[src/hdl/spica_pkg.sv]
// Shared types and constants for the SPI command/ACK transaction master.
// No dependencies; imported by every module of the block.
package spica_pkg;

  localparam int MAX_REPLY    = 32;
  localparam int STRING_LIMIT = 25;
  localparam int CNT_W        = 6;
  localparam int CFG_IDX_W    = 4;

  localparam logic [CFG_IDX_W-1:0] CFG_ACK_TIMEOUT = 4'd0;
  localparam logic [CFG_IDX_W-1:0] CFG_SETTLE      = 4'd1;

  localparam logic [15:0] ACK_TIMEOUT_RST = 16'd10000;
  localparam logic [15:0] SETTLE_RST      = 16'd100;

  typedef enum logic [1:0] {
    CMD_START = 2'd0,
    CMD_TICK  = 2'd1,
    CMD_BYTE  = 2'd2,
    CMD_NONE  = 2'd3
  } cmd_t;

  typedef enum logic [1:0] {
    KIND_SEND  = 2'd0,
    KIND_READ  = 2'd1,
    KIND_REPLY = 2'd2,
    KIND_DONE  = 2'd3
  } kind_t;

  typedef enum logic [2:0] {
    PH_IDLE        = 3'd0,
    PH_WAIT_HIGH   = 3'd1,
    PH_WAIT_LOW    = 3'd2,
    PH_SETTLE      = 3'd3,
    PH_READ_COUNT  = 3'd4,
    PH_READ_STRING = 3'd5,
    PH_READ_CHECK  = 3'd6
  } phase_t;

  typedef enum logic [1:0] {
    TAIL_NONE = 2'd0,
    TAIL_REQ  = 2'd1,
    TAIL_DONE = 2'd2
  } tail_t;

  // One accepted item's worth of results, expanded by the back end.
  typedef struct packed {
    logic            send4;
    logic [3:0][7:0] send_bytes;
    logic            has_reply;
    logic [7:0]      reply_byte;
    tail_t           tail;
    logic            done_status;
  } job_t;

endpackage

[src/hdl/spi_command_ack_transaction_top.sv]
// Top level of the SPI command/ACK transaction master: front end, job queue
// and back end. Uses spica_pkg, spica_front, spica_queue, spica_back.
//
//  channel | direction | handshake            | payload
//  in_     | input     | in_valid/in_ready    | command, request bytes, reply_len, flags, rx
//  out_    | output    | out_valid/out_ready  | kind, data_byte, frame_level, status, last
//  cfg_    | input     | cfg_valid/cfg_ready  | cfg_index, cfg_data
//
// An input item is decoded in the cycle of its transfer; results leave one per cycle
// while out_ready allows, and an item yields up to five results.
// The job queue lets new items transfer while earlier results still drain.
// Reset (rst_n low, synchronous) returns to idle with default timeout and settle values.
// in_ready drops only when the job queue is full; cfg_ready is always high.
module spi_command_ack_transaction_top
  import spica_pkg::*;
#(
  parameter int QUEUE_DEPTH = 4
) (
  input  logic                 clk,
  input  logic                 rst_n,
  input  logic                 in_valid,
  output logic                 in_ready,
  input  logic [1:0]           in_command,
  input  logic [7:0]           in_dev_addr,
  input  logic [7:0]           in_op_code,
  input  logic [7:0]           in_param_one,
  input  logic [7:0]           in_param_two,
  input  logic signed [6:0]    in_reply_len,
  input  logic                 in_use_ack,
  input  logic                 in_ack_level,
  input  logic [7:0]           in_rx_byte,
  output logic                 out_valid,
  input  logic                 out_ready,
  output logic [1:0]           out_kind,
  output logic [7:0]           out_data_byte,
  output logic                 out_frame_level,
  output logic                 out_status,
  output logic                 out_last,
  input  logic                 cfg_valid,
  output logic                 cfg_ready,
  input  logic [CFG_IDX_W-1:0] cfg_index,
  input  logic [15:0]          cfg_data
);

  logic job_push, q_full, q_pop, q_valid, item_accept;
  job_t front_job, q_job;

  assign in_ready    = !q_full;
  assign cfg_ready   = 1'b1;
  assign item_accept = in_valid && in_ready;

  spica_front u_front (
    .clk         (clk),
    .rst_n       (rst_n),
    .cfg_valid   (cfg_valid),
    .cfg_index   (cfg_index),
    .cfg_data    (cfg_data),
    .item_accept (item_accept),
    .command     (in_command),
    .dev_addr    (in_dev_addr),
    .op_code     (in_op_code),
    .param_one   (in_param_one),
    .param_two   (in_param_two),
    .reply_len   (in_reply_len),
    .use_ack     (in_use_ack),
    .ack_level   (in_ack_level),
    .rx_byte     (in_rx_byte),
    .job_push    (job_push),
    .job         (front_job)
  );

  spica_queue #(.DEPTH(QUEUE_DEPTH)) u_queue (
    .clk       (clk),
    .rst_n     (rst_n),
    .push      (job_push),
    .push_job  (front_job),
    .full      (q_full),
    .pop       (q_pop),
    .pop_valid (q_valid),
    .pop_job   (q_job)
  );

  spica_back u_back (
    .clk             (clk),
    .rst_n           (rst_n),
    .job_valid       (q_valid),
    .job_in          (q_job),
    .job_pop         (q_pop),
    .out_valid       (out_valid),
    .out_ready       (out_ready),
    .out_kind        (out_kind),
    .out_data_byte   (out_data_byte),
    .out_frame_level (out_frame_level),
    .out_status      (out_status),
    .out_last        (out_last)
  );

endmodule

[src/hdl/spica_front.sv]
// Front end: accepts input items, runs the transaction state machine and
// emits one job descriptor per item that produces results. Uses spica_pkg.
module spica_front
  import spica_pkg::*;
(
  input  logic                 clk,
  input  logic                 rst_n,
  input  logic                 cfg_valid,
  input  logic [CFG_IDX_W-1:0] cfg_index,
  input  logic [15:0]          cfg_data,
  input  logic                 item_accept,
  input  logic [1:0]           command,
  input  logic [7:0]           dev_addr,
  input  logic [7:0]           op_code,
  input  logic [7:0]           param_one,
  input  logic [7:0]           param_two,
  input  logic signed [6:0]    reply_len,
  input  logic                 use_ack,
  input  logic                 ack_level,
  input  logic [7:0]           rx_byte,
  output logic                 job_push,
  output job_t                 job
);

  logic [15:0]      ack_timeout_r, settle_r;
  phase_t           phase_r, phase_nxt;
  logic [15:0]      timer_r, timer_nxt;
  logic [CNT_W-1:0] count_r, count_nxt;
  logic [7:0]       sum_r, sum_nxt;
  logic [3:0][7:0]  req_r, req_nxt;
  logic [CNT_W-1:0] cnt_r, cnt_nxt;
  logic             ack_mode_r, ack_mode_nxt;
  logic             str_mode_r, str_mode_nxt;

  always_ff @(posedge clk) begin
    if (!rst_n) begin
      ack_timeout_r <= ACK_TIMEOUT_RST;
      settle_r      <= SETTLE_RST;
    end else if (cfg_valid) begin
      if (cfg_index == CFG_ACK_TIMEOUT) ack_timeout_r <= cfg_data;
      if (cfg_index == CFG_SETTLE)      settle_r      <= cfg_data;
    end
  end

  always_ff @(posedge clk) begin
    if (!rst_n) begin
      phase_r    <= PH_IDLE;
      timer_r    <= '0;
      count_r    <= '0;
      sum_r      <= '0;
      req_r      <= '0;
      cnt_r      <= '0;
      ack_mode_r <= 1'b0;
      str_mode_r <= 1'b0;
    end else if (item_accept) begin
      phase_r    <= phase_nxt;
      timer_r    <= timer_nxt;
      count_r    <= count_nxt;
      sum_r      <= sum_nxt;
      req_r      <= req_nxt;
      cnt_r      <= cnt_nxt;
      ack_mode_r <= ack_mode_nxt;
      str_mode_r <= str_mode_nxt;
    end
  end

  logic [6:0]       rl_raw;
  logic [CNT_W-1:0] rl_cnt;
  logic             do_send, do_read, do_finish, fin_status;
  logic [16:0]      timer_inc;
  logic [CNT_W:0]   count_inc;
  logic             ack_ok;

  assign rl_raw    = reply_len;
  assign rl_cnt    = (rl_raw[5:0] > CNT_W'(MAX_REPLY)) ? CNT_W'(MAX_REPLY) : rl_raw[5:0];
  assign timer_inc = {1'b0, timer_r} + 17'd1;
  assign count_inc = {1'b0, count_r} + 1'b1;

  always_comb begin
    phase_nxt    = phase_r;
    timer_nxt    = timer_r;
    count_nxt    = count_r;
    sum_nxt      = sum_r;
    req_nxt      = req_r;
    cnt_nxt      = cnt_r;
    ack_mode_nxt = ack_mode_r;
    str_mode_nxt = str_mode_r;
    do_send      = 1'b0;
    do_read      = 1'b0;
    do_finish    = 1'b0;
    fin_status   = 1'b0;
    ack_ok       = 1'b0;
    job          = '0;
    job.tail     = TAIL_NONE;

    unique case (command)
      CMD_START: begin
        if (phase_r == PH_IDLE) begin
          req_nxt      = {dev_addr, op_code, param_one, param_two};
          ack_mode_nxt = use_ack;
          str_mode_nxt = (rl_raw == 7'h7F);
          cnt_nxt      = (!rl_raw[6] && rl_raw != 7'd0) ? rl_cnt : '0;
          count_nxt    = '0;
          sum_nxt      = '0;
          timer_nxt    = '0;
          if (use_ack) phase_nxt = PH_WAIT_HIGH;
          else         do_send   = 1'b1;
        end
      end
      CMD_TICK: begin
        if (phase_r == PH_WAIT_HIGH || phase_r == PH_WAIT_LOW) begin
          ack_ok = (phase_r == PH_WAIT_HIGH) ? ack_level : !ack_level;
          if (ack_ok) begin
            if (phase_r == PH_WAIT_HIGH) do_send = 1'b1;
            else                         do_read = 1'b1;
          end else if (timer_r >= ack_timeout_r) begin
            do_finish  = 1'b1;
            fin_status = 1'b1;
          end else begin
            timer_nxt = timer_inc[15:0];
          end
        end else if (phase_r == PH_SETTLE) begin
          timer_nxt = timer_inc[15:0];
          if (timer_inc >= {1'b0, settle_r}) do_read = 1'b1;
        end
      end
      CMD_BYTE: begin
        if (phase_r == PH_READ_COUNT) begin
          if (count_r < cnt_r) begin
            job.has_reply  = 1'b1;
            job.reply_byte = rx_byte;
            sum_nxt        = sum_r + rx_byte;
            count_nxt      = count_inc[CNT_W-1:0];
            if (count_inc < {1'b0, cnt_r} || ack_mode_r) job.tail = TAIL_REQ;
            else do_finish = 1'b1;
          end else begin
            do_finish  = 1'b1;
            fin_status = (~rx_byte != sum_r);
          end
        end else if (phase_r == PH_READ_STRING) begin
          if (rx_byte != 8'd0) begin
            job.has_reply  = 1'b1;
            job.reply_byte = rx_byte;
            sum_nxt        = sum_r + rx_byte;
            count_nxt      = count_inc[CNT_W-1:0];
            if (count_inc < (CNT_W+1)'(STRING_LIMIT)) job.tail = TAIL_REQ;
            else do_finish = 1'b1;
          end else if (ack_mode_r) begin
            phase_nxt = PH_READ_CHECK;
            job.tail  = TAIL_REQ;
          end else begin
            do_finish = 1'b1;
          end
        end else if (phase_r == PH_READ_CHECK) begin
          do_finish  = 1'b1;
          fin_status = (~rx_byte != sum_r);
        end
      end
      default: ;
    endcase

    if (do_send) begin
      job.send4      = 1'b1;
      job.send_bytes = {req_nxt[0], req_nxt[1], req_nxt[2], req_nxt[3]};
      if (cnt_nxt == '0 && !str_mode_nxt) begin
        do_finish = 1'b1;
      end else if (ack_mode_nxt) begin
        phase_nxt = PH_WAIT_LOW;
        timer_nxt = '0;
      end else if (settle_r == 16'd0) begin
        do_read = 1'b1;
      end else begin
        phase_nxt = PH_SETTLE;
        timer_nxt = '0;
      end
    end

    if (do_read) begin
      phase_nxt = str_mode_nxt ? PH_READ_STRING : PH_READ_COUNT;
      count_nxt = '0;
      sum_nxt   = '0;
      job.tail  = TAIL_REQ;
    end

    if (do_finish) begin
      phase_nxt        = PH_IDLE;
      timer_nxt        = '0;
      job.tail         = TAIL_DONE;
      job.done_status  = fin_status;
    end
  end

  assign job_push = item_accept && (job.send4 || job.has_reply || job.tail != TAIL_NONE);

  a_idle_timer: assert property (@(posedge clk) disable iff (!rst_n)
    (phase_r == PH_IDLE) |-> (timer_r == 16'd0))
    else $error("timer not cleared in idle");

  a_count_bound: assert property (@(posedge clk) disable iff (!rst_n)
    (phase_r == PH_READ_COUNT) |-> (count_r <= cnt_r))
    else $error("reply count overrun");

  a_string_bound: assert property (@(posedge clk) disable iff (!rst_n)
    (phase_r == PH_READ_STRING) |-> (count_r < CNT_W'(STRING_LIMIT)))
    else $error("string limit overrun");

endmodule

[src/hdl/spica_queue.sv]
// Short job queue between front and back end, register based.
// Uses spica_pkg for the job descriptor type.
module spica_queue
  import spica_pkg::*;
#(
  parameter int DEPTH = 4
) (
  input  logic clk,
  input  logic rst_n,
  input  logic push,
  input  job_t push_job,
  output logic full,
  input  logic pop,
  output logic pop_valid,
  output job_t pop_job
);

  localparam int AW = (DEPTH > 1) ? $clog2(DEPTH) : 1;
  localparam int CW = $clog2(DEPTH + 1);

  job_t          mem_r [DEPTH];
  logic [AW-1:0] wr_ptr_r, rd_ptr_r;
  logic [CW-1:0] fill_r;
  logic          do_push, do_pop;

  assign full      = (fill_r == CW'(DEPTH));
  assign pop_valid = (fill_r != '0);
  assign pop_job   = mem_r[rd_ptr_r];
  assign do_push   = push && !full;
  assign do_pop    = pop && pop_valid;

  always_ff @(posedge clk) begin
    if (do_push) mem_r[wr_ptr_r] <= push_job;
  end

  always_ff @(posedge clk) begin
    if (!rst_n) begin
      wr_ptr_r <= '0;
      rd_ptr_r <= '0;
      fill_r   <= '0;
    end else begin
      if (do_push) wr_ptr_r <= (wr_ptr_r == AW'(DEPTH - 1)) ? '0 : wr_ptr_r + 1'b1;
      if (do_pop)  rd_ptr_r <= (rd_ptr_r == AW'(DEPTH - 1)) ? '0 : rd_ptr_r + 1'b1;
      if (do_push && !do_pop)      fill_r <= fill_r + 1'b1;
      else if (do_pop && !do_push) fill_r <= fill_r - 1'b1;
    end
  end

endmodule

[src/hdl/spica_back.sv]
// Back end: expands queued jobs into result items, one per cycle while the
// output is not stalled, into a registered output stage. Uses spica_pkg.
module spica_back
  import spica_pkg::*;
(
  input  logic       clk,
  input  logic       rst_n,
  input  logic       job_valid,
  input  job_t       job_in,
  output logic       job_pop,
  output logic       out_valid,
  input  logic       out_ready,
  output logic [1:0] out_kind,
  output logic [7:0] out_data_byte,
  output logic       out_frame_level,
  output logic       out_status,
  output logic       out_last
);

  logic       wk_valid_r;
  job_t       wk_job_r;
  logic [2:0] wk_pos_r;
  logic [2:0] n_items;
  logic       load_out, is_last, wk_done;

  logic       out_valid_r;
  logic [1:0] kind_r, kind_nxt;
  logic [7:0] data_r, data_nxt;
  logic       frame_r, frame_nxt;
  logic       status_r, status_nxt;
  logic       last_r;

  assign n_items = {wk_job_r.send4, 2'b00} + {2'b00, wk_job_r.has_reply}
                 + {2'b00, (wk_job_r.tail != TAIL_NONE)};
  assign is_last  = (wk_pos_r == n_items - 3'd1);
  assign load_out = wk_valid_r && (!out_valid_r || out_ready);
  assign wk_done  = load_out && is_last;
  assign job_pop  = job_valid && (!wk_valid_r || wk_done);

  always_comb begin
    kind_nxt   = KIND_DONE;
    data_nxt   = 8'd0;
    frame_nxt  = 1'b0;
    status_nxt = 1'b0;
    if (wk_job_r.send4 && !wk_pos_r[2]) begin
      kind_nxt  = KIND_SEND;
      data_nxt  = wk_job_r.send_bytes[wk_pos_r[1:0]];
      frame_nxt = 1'b1;
    end else if (wk_job_r.has_reply && wk_pos_r == 3'd0) begin
      kind_nxt  = KIND_REPLY;
      data_nxt  = wk_job_r.reply_byte;
      frame_nxt = 1'b1;
    end else if (wk_job_r.tail == TAIL_REQ) begin
      kind_nxt  = KIND_READ;
      frame_nxt = 1'b1;
    end else begin
      kind_nxt   = KIND_DONE;
      status_nxt = wk_job_r.done_status;
    end
  end

  always_ff @(posedge clk) begin
    if (!rst_n) begin
      wk_valid_r <= 1'b0;
      wk_pos_r   <= '0;
    end else if (job_pop) begin
      wk_valid_r <= 1'b1;
      wk_pos_r   <= '0;
    end else if (wk_done) begin
      wk_valid_r <= 1'b0;
    end else if (load_out) begin
      wk_pos_r <= wk_pos_r + 3'd1;
    end
  end

  always_ff @(posedge clk) begin
    if (job_pop) wk_job_r <= job_in;
  end

  always_ff @(posedge clk) begin
    if (!rst_n) begin
      out_valid_r <= 1'b0;
    end else if (load_out) begin
      out_valid_r <= 1'b1;
    end else if (out_ready) begin
      out_valid_r <= 1'b0;
    end
  end

  always_ff @(posedge clk) begin
    if (load_out) begin
      kind_r   <= kind_nxt;
      data_r   <= data_nxt;
      frame_r  <= frame_nxt;
      status_r <= status_nxt;
      last_r   <= is_last;
    end
  end

  assign out_valid       = out_valid_r;
  assign out_kind        = kind_r;
  assign out_data_byte   = data_r;
  assign out_frame_level = frame_r;
  assign out_status      = status_r;
  assign out_last        = last_r;

  a_job_nonempty: assert property (@(posedge clk) disable iff (!rst_n)
    wk_valid_r |-> (n_items != 3'd0))
    else $error("empty job in back end");

  a_pos_range: assert property (@(posedge clk) disable iff (!rst_n)
    wk_valid_r |-> (wk_pos_r < n_items))
    else $error("result index past job end");

  a_drain: assert property (@(posedge clk) disable iff (!rst_n)
    (wk_done && !job_valid) |=> !wk_valid_r)
    else $error("job not retired after last result");

endmodule
[config.mk]
export PLATFORM = sky130hd
export DESIGN_NAME = spi_command_ack_transaction_top
export DESIGN_NICKNAME = d
export VERILOG_FILES = /design/src/hdl/spica_pkg.sv /design/src/hdl/spi_command_ack_transaction_top.sv /design/src/hdl/spica_front.sv /design/src/hdl/spica_queue.sv /design/src/hdl/spica_back.sv
export SDC_FILE = /design/constraint.sdc
export NUM_CORES = 1
export LEC_CHECK = 0
export BUFFER_PORTS_ARGS = -buffer_cell sky130_fd_sc_hd__buf_2
export CAP_MARGIN = 20
export CORE_ASPECT_RATIO = 0.6
export CORE_UTILIZATION = 55
export CTS_BUF_LIST = sky130_fd_sc_hd__clkbuf_16
export DETAILED_ROUTE_END_ITERATION = 12
export PLACE_DENSITY = 0.73
export SLEW_MARGIN = 20
export SYNTH_ARGS = -nofsm -noshare
export SYNTH_HDL_FRONTEND = slang
export SYNTH_SLANG_ARGS = --single-unit
[constraint.sdc]
create_clock -name clk -period 4.7 [get_ports clk]
set_clock_uncertainty 0.2 [all_clocks]
set_input_delay 0.705 -clock clk [delete_from_list [all_inputs] [get_ports clk]]
set_output_delay 0.705 -clock clk [all_outputs]
set_load 0.03 [all_outputs]
; ---- Word level (Yosys, flattened, before mapping)
; Memory sizes are Yosys's and may differ from the RTL's. A register that Yosys moved wholly into a read port is not among the register bits.
; Cells that the tools add are included.
[word_totals]
in_bits = 76
romBits = 0
ram_bits = 180
out_inout_bits = 16
latch_bits = 0
ff_bits = 130
n_memories = 1
word_cells = 231
[op_classes]
n_bitwise = 3
mul = 0
shifts = 0
n_addsub = 11
order_cmp = 7
mux = 114
eq_ne = 20
reduce_logical = 50
n_div = 0
[memory_table]
columns = name, words, width, rd, rd_ports_with_merged_regs, wr, line
row1 = u_queue.mem_r, 4, 45, 1, 1, 1, spica_queue.sv:21  ; job_t mem_r [DEPTH];
[ops]
columns = operator, n
row1 = $mux 16, 10
row2 = $mux 8, 9
row3 = $mux 32, 2
row4 = $mux 6, 10
row5 = $mux 1, 48
row6 = $mux 3, 15
row7 = $mux 11, 4
row8 = $mux 33, 1
row9 = $pmux 16 s2, 1
row10 = $add 16x1->17 const B, 1
row11 = $ge 17x16->1, 1
row12 = $bmux 8 s2, 1
row13 = $ge 16x16->1, 1
row14 = $logic_not 16->1, 1
row15 = $pmux 8 s2, 1
row16 = $logic_and 1x1->1, 13
row17 = $eq 3x3->1 const B, 4
row18 = $mux 2, 6
row19 = $pmux 6 s2, 1
row20 = $reduce_bool 2->1, 5
row21 = $logic_not 1->1, 9
row22 = $mux 9, 1
row23 = $add 8x8->8, 1
row24 = $ne 4x1->1 const B, 2
row25 = 36 further kinds, 57

; ---- Depth between registers and ports, before layout
[logic_depth]
ltp_word = 20
depth_mapped = 21

; ---- Modules after synthesis
; A second synthesis with hierarchy kept.
[hier_totals]
hier_cells = 1375
area_unflattened_um2 = 16343.2
[modules_own_cells]
columns = mod, n_inst, cells_per_inst, area_per_inst_um2
row1 = spica_queue, 1, 286, 7035.5
row2 = spica_front, 1, 948, 6834.1
row3 = spica_back, 1, 137, 2452.4
row4 = spi_command_ack_transaction_top, 1, 4, 21.3

; ---- Least setup slack after synthesis
; No wires, ideal clock.
[synth_timing]
path_kind = register to register
from = register u_front.timer_r[2]
to = memory u_queue.mem_r[0][0] (netlist bit) (enable)
period_less_slack_ns = 4.620
t_arrival_ns = 3.957
path_stages_with_launch = 17
setup_time_ns = 0.463
slack_ns = 0.080
path_cell_list = dfxtp_1 clkbuf_1 nand2_1 nor2_1 nand3_1 and2_1 or2_2 ha_1 and3_1 a221o_1 a21oi_1 o211ai_1 o21a_2 nand2b_1 o41a_1 buf_2 and2_1
[synth_via]
elab_chain_len = 18
[synth_rtl]
columns = item, line
row1 = start: declaration, spica_front.sv:27  ; logic [15:0] timer_r, timer_nxt;
row2 = start signal: assignment, spica_front.sv:57  ; timer_r <= timer_nxt;
row3 = $add 16x1->17, spica_front.sv:76  ; assign timer_inc = {1'b0, timer_r} + 17'd1;
row4 = $ge 17x16->1, spica_front.sv:124  ; if (timer_inc >= {1'b0, settle_r}) do_read = 1'b1;
row5 = $mux 1, spica_front.sv:124
row6 = $mux 1, spica_front.sv:122  ; end else if (phase_r == PH_SETTLE) begin
row7 = $mux 1, spica_front.sv:111  ; if (phase_r == PH_WAIT_HIGH || phase_r == PH_WAIT_LOW) begin
row8 = $mux 1, spica_front.sv:96  ; unique case (command)
row9 = $mux 1, spica_front.sv:170  ; end else if (settle_r == 16'd0) begin
row10 = $mux 1, spica_front.sv:167  ; end else if (ack_mode_nxt) begin
row11 = [... 3 more ...], --
row12 = $mux 3 *, spica_front.sv:185  ; if (do_finish) begin
row13 = $reduce_bool 2->1 *, spica_front.sv:193  ; assign job_push = item_accept && (job.send4 || job.has_reply || job.tail != TAIL_NONE);
row14 = $logic_or 1x1->1 *, spica_front.sv:193
row15 = $logic_and 1x1->1 *, spica_front.sv:193
row16 = $logic_and 1x1->1 *, spica_queue.sv:29  ; assign do_push = push && !full;
row17 = net u_queue.do_push, spica_queue.sv:24  ; logic do_push, do_pop;
row18 = $mux 1 *, spica_queue.sv:33  ; if (do_push) mem_r[wr_ptr_r] <= push_job;
row19 = $mux 1 (implied by the code) *, spica_queue.sv:33
row20 = end: declaration, spica_queue.sv:21
; The timed path passes the listed nets; every way through them passes the cells marked *.

; ---- Worst setup path after layout
[layout_timing]
from = register u_front.timer_r[1]
to = register u_queue.fill_r[2]
[layout_via]
elab_chain_len = 19
[layout_rtl]
columns = item, line
row1 = $add 16x1->17, spica_front.sv:76
row2 = $ge 17x16->1, spica_front.sv:124
row3 = $mux 1, spica_front.sv:124
row4 = $mux 1, spica_front.sv:122
row5 = $mux 1, spica_front.sv:111
row6 = $mux 1, spica_front.sv:96
row7 = $mux 1, spica_front.sv:170
row8 = $mux 1, spica_front.sv:167
row9 = [... 3 more ...], --
row10 = $mux 3 *, spica_front.sv:185
row11 = $reduce_bool 2->1 *, spica_front.sv:193
row12 = $logic_or 1x1->1 *, spica_front.sv:193
row13 = $logic_and 1x1->1 *, spica_front.sv:193
row14 = $logic_and 1x1->1 *, spica_queue.sv:29
row15 = $logic_not 1->1, spica_queue.sv:45  ; else if (do_pop && !do_push) fill_r <= fill_r - 1'b1;
row16 = $logic_and 1x1->1, spica_queue.sv:45
row17 = $reduce_bool 2->1 (no source line), --
row18 = end signal: assignment, spica_queue.sv:44  ; if (do_push && !do_pop) fill_r <= fill_r + 1'b1;
row19 = end signal: assignment, spica_queue.sv:45
row20 = end: declaration, spica_queue.sv:23  ; logic [CW-1:0] fill_r;
; Every way passes the cells marked *; elsewhere a longest branch is shown, timed or not.
; A chain may end at the register's enable or synchronous reset.

==> results by group <==
Cells and area
  – Synthesis-to-layout area growth: 13.3%
  – Fillers: 2207
  – Commonest non-fill, non-tap cell in the layout: nand2_1
  – Nets: 1596
  – Layout cells sized above 1: 0.190
  – Footprint of the multi-input gates: 6370 um^2
  – Reg area: 9510 um^2
  – Fin area: 18500 um^2
  – Most frequent cells in the layout: 247 x nand2_1, 238 x edfxtp_1, 110 x dfxtp_1
  – Post-Layout Cell Count: 1880

Critical path
  – WP buf/inv: 1
  – CP Capture Point: u_queue.fill_r[2]
  – Crit path max fanout: 5
  – WP data arrival: 4770 ps
  – CP endpoint kind: flop
  – Critical Setup Path Class: reg2reg
  – Critical path required time: 4950 ps
  – Worst R2R Start: u_front.timer_r[1]
  – Worst reg2reg setup slack: 180 ps
  – Reg2Reg Depth: 19
  – CP max-delay cell: o41a_1
  – Crit-path cells: ha_1, nand4_1, nor2_2, nand3_2, xnor2_2, ha_1, and3_1, a221o_1, a21oi_1, o211ai_1, o21a_2, nand2b_1, o41a_1, ha_2, inv_1, fa_1, xor2_1, or3_1, a21boi_1
  – Worst setup SP type: flop
  – RR Endpoint: u_queue.fill_r[2]
  – CP delay by family, top: compound AO/OA/AOI/OAI gates
  – Cell mode on critical path: ha_1
  – Crit path depth: 19
  – Worst Setup SP: u_front.timer_r[1]
  – Slowest Stage Delay on Critical Path: 490 ps

Placement
  – GP Congestion: 0.967
  – Post-DP HPWL: 26900 um
  – Dpl cells: 1812
  – Count of port buffers added during placement: 90
  – Area of placed instances: 17300 um^2

Clocking
  – H-Tree Depth: 2
  – Worst-skew pair later-pin latency: 530 ps
  – CTS tree: built
  – Clk slew on worst S/H paths: 60 ps
  – Clk buf depth: 3
  – Total CTS buffers: 34
  – Clk sinks: 355
  – CTS root buf: clkbuf_16

Timing
  – Worst slew margin: 0.334
  – Fmax: 221 MHz
  – Worst-Margin Slew: 999 ps
  – Setup Viol. Count Final: 0
  – Fin. max-slew vios: 0
  – Fin crit share: 0.962
  – Final min period: 4520 ps
  – Final hold slack: 227 ps
  – Setup TNS: 0 ps
  – Final hold vios: 0

Route
  – DR pass1 iterations: 5
  – Detail Route Antenna Nets: 0
  – DR vias/cell: 5.95
  – Routed WL: 39100 um
  – # DRC: 0
  – Routed len/inst: 20.8 um
  – Initial drt markers: 1358
  – Vias: 11200

Synthesis
  – Flip-flop and latch count after synthesis: 355
  – Syn nets: 1495
  – Post-Synthesis Cells: 1352
  – Yosys cell types: 81
  – Ys flop type: edfxtp_1
  – EDFF count, synth: 238
  – Post-Syn Area: 16300 um^2
  – Seq/Total Area, Yosys: 0.582
  – Yosys warns: 0
  – Mean Syn Cell Area: 12.1 um^2
  – Async S/R FF share, synth: 0

Power and ir drop
  – Pwr Density: 447 nW/um^2
  – Worst IR Drop VDD: 0.315 mV
  – Total power: 8.26 mW
  – LEAKAGE: 6.73 nW

Floorplan
  – Die Wd: 224 um
  – Die ar.: 30400 um^2
  – Row cnt: 48
  – Die H: 135 um
  – Initial Utilization: 0.563
  – Num ports: 92
  – Core ar.: 28900 um^2

Min path
  – Worst Hold Class: in2reg
  – Worst Hold Path Cells: 3

Run
  – Max cap viols: 0

Global route
  – Grt ovf: 0
  – Vias in the first global route: 10400
  – First-pass GRT wire length: 60900 um
  – Initial antenna violation count: 1
  – Largest net degree at the start of global routing: 54
  – Total GRT Usage: 0.266

Status
  – Status: complete, no violations
## flip-flops by register name, summed over array words and instances (netlist names), 6 cells and up
signal	flops
u_queue.mem_r	180
u_front.settle_r	16
u_front.count_r	6
u_back.out_data_byte	8
u_front.timer_r	16
u_front.sum_r	8
u_front.cnt_r	6
u_front.req_r	32
u_front.ack_timeout_r	16
u_back.wk_job_r	45
## cells by family after synthesis
| logic type | synth area share |
|---|---|
| other | 0.000230 |
| and+or+nand+nor | 0.121 |
| buffers and inverters | 0.0331 |
| adders and majority gates | 0.0529 |
| xor gates and xnor gates | 0.0166 |
| DFF | 0.582 |
| AOI/OAI and AO/OA | 0.116 |
| muxes | 0.0785 |
## how the worst min path moves through the flow
stage                                     end                      start  slack [ps]
floorplan           u_front.ack_timeout_r[11]  u_front.ack_timeout_r[11]         240
global placement            u_front.req_r[15]          u_front.req_r[15]         250
detailed placement          u_front.req_r[14]          u_front.req_r[14]         260
CTS                       u_front.settle_r[6]                cfg_data[6]         210
global route                u_front.req_r[13]            in_param_one[5]         230
finish                      u_front.req_r[28]             in_dev_addr[4]         230
## through the flow
| step | setup slack (ps) | util |
|---|---|---|
| floorplan | 79.6 | - |
| global placement | 294 | 0.599 |
| detailed placement | 85.5 | 0.599 |
| CTS | 50.2 | 0.634 |
| global route | -23.6 | 0.638 |
| finish | 180 | 0.638 |
## worst min-delay path, stage by stage
cell	delay [ps]
buf_2	100
nand2_1	40
a21boi_0	60
## synth_stat cells, types with 7 or more instances
library cell,number,area [um^2]
nand2_1,248,931
edfxtp_1,238,7150
dfxtp_1,117,2340
a21boi_0,69,518
ha_1,65,813
inv_1,65,244
a21oi_1,62,310
mux4_2,53,1190
clkbuf_1,44,165
nor2_1,40,150
nand3_1,37,185
o21ai_0,20,100
xnor2_1,20,175
and2_1,18,113
and3_1,15,93.8
nor3_1,14,70.1
o21ai_1,14,70.1
a22o_1,13,114
nor4_1,13,81.3
o211ai_1,13,97.6
buf_1,11,41.3
xor2_1,11,96.3
a21o_1,10,75.1
nor2b_1,10,62.6
nand4_1,8,50.1
o31ai_1,8,60.1
a31o_1,7,61.3
buf_2,7,35.0
nand2b_1,7,43.8
## report_power, final
group | leakage [nW] | switching, mW | total [mW] | internal [mW]
logic | 2.94 | 0.932 | 1.61 | 0.679
clock network | 0.524 | 1.18 | 2.57 | 1.38
registers | 3.26 | 0.273 | 4.08 | 3.81
total | 6.73 | 2.39 | 8.26 | 5.87
## timing repair
item / CTS / global route
buffers inserted: 0 / 4
endpoints found under the setup margin: 0 / 112
endpoints found under the hold margin: 0 / 0
hold buffers: 0 / 0
resized for setup: 0 / 22
## area by class of cell
type / instances / share of cell area
Sequential cell: 355 / 0.514
Multi-Input combinational cell: 863 / 0.345
Clock buffer: 34 / 0.0460
Timing Repair Buffer: 132 / 0.0447
Tap cell: 400 / 0.0271
Inverter: 67 / 0.0139
Clock inverter: 28 / 0.00921
Antenna cell: 1 / 0.000135
## routing by layer
metal | GRT usage | vias to the layer above | share of wire
li1 | - | 5159 | -
met3 | 0.0707 | 52 | 0.11
met5 | 0 | - | 0
met4 | 0.0597 | 0 | 0.016
met1 | 0.431 | 5443 | 0.48
met2 | 0.349 | 523 | 0.40
(Power assumes the default switching activity.)
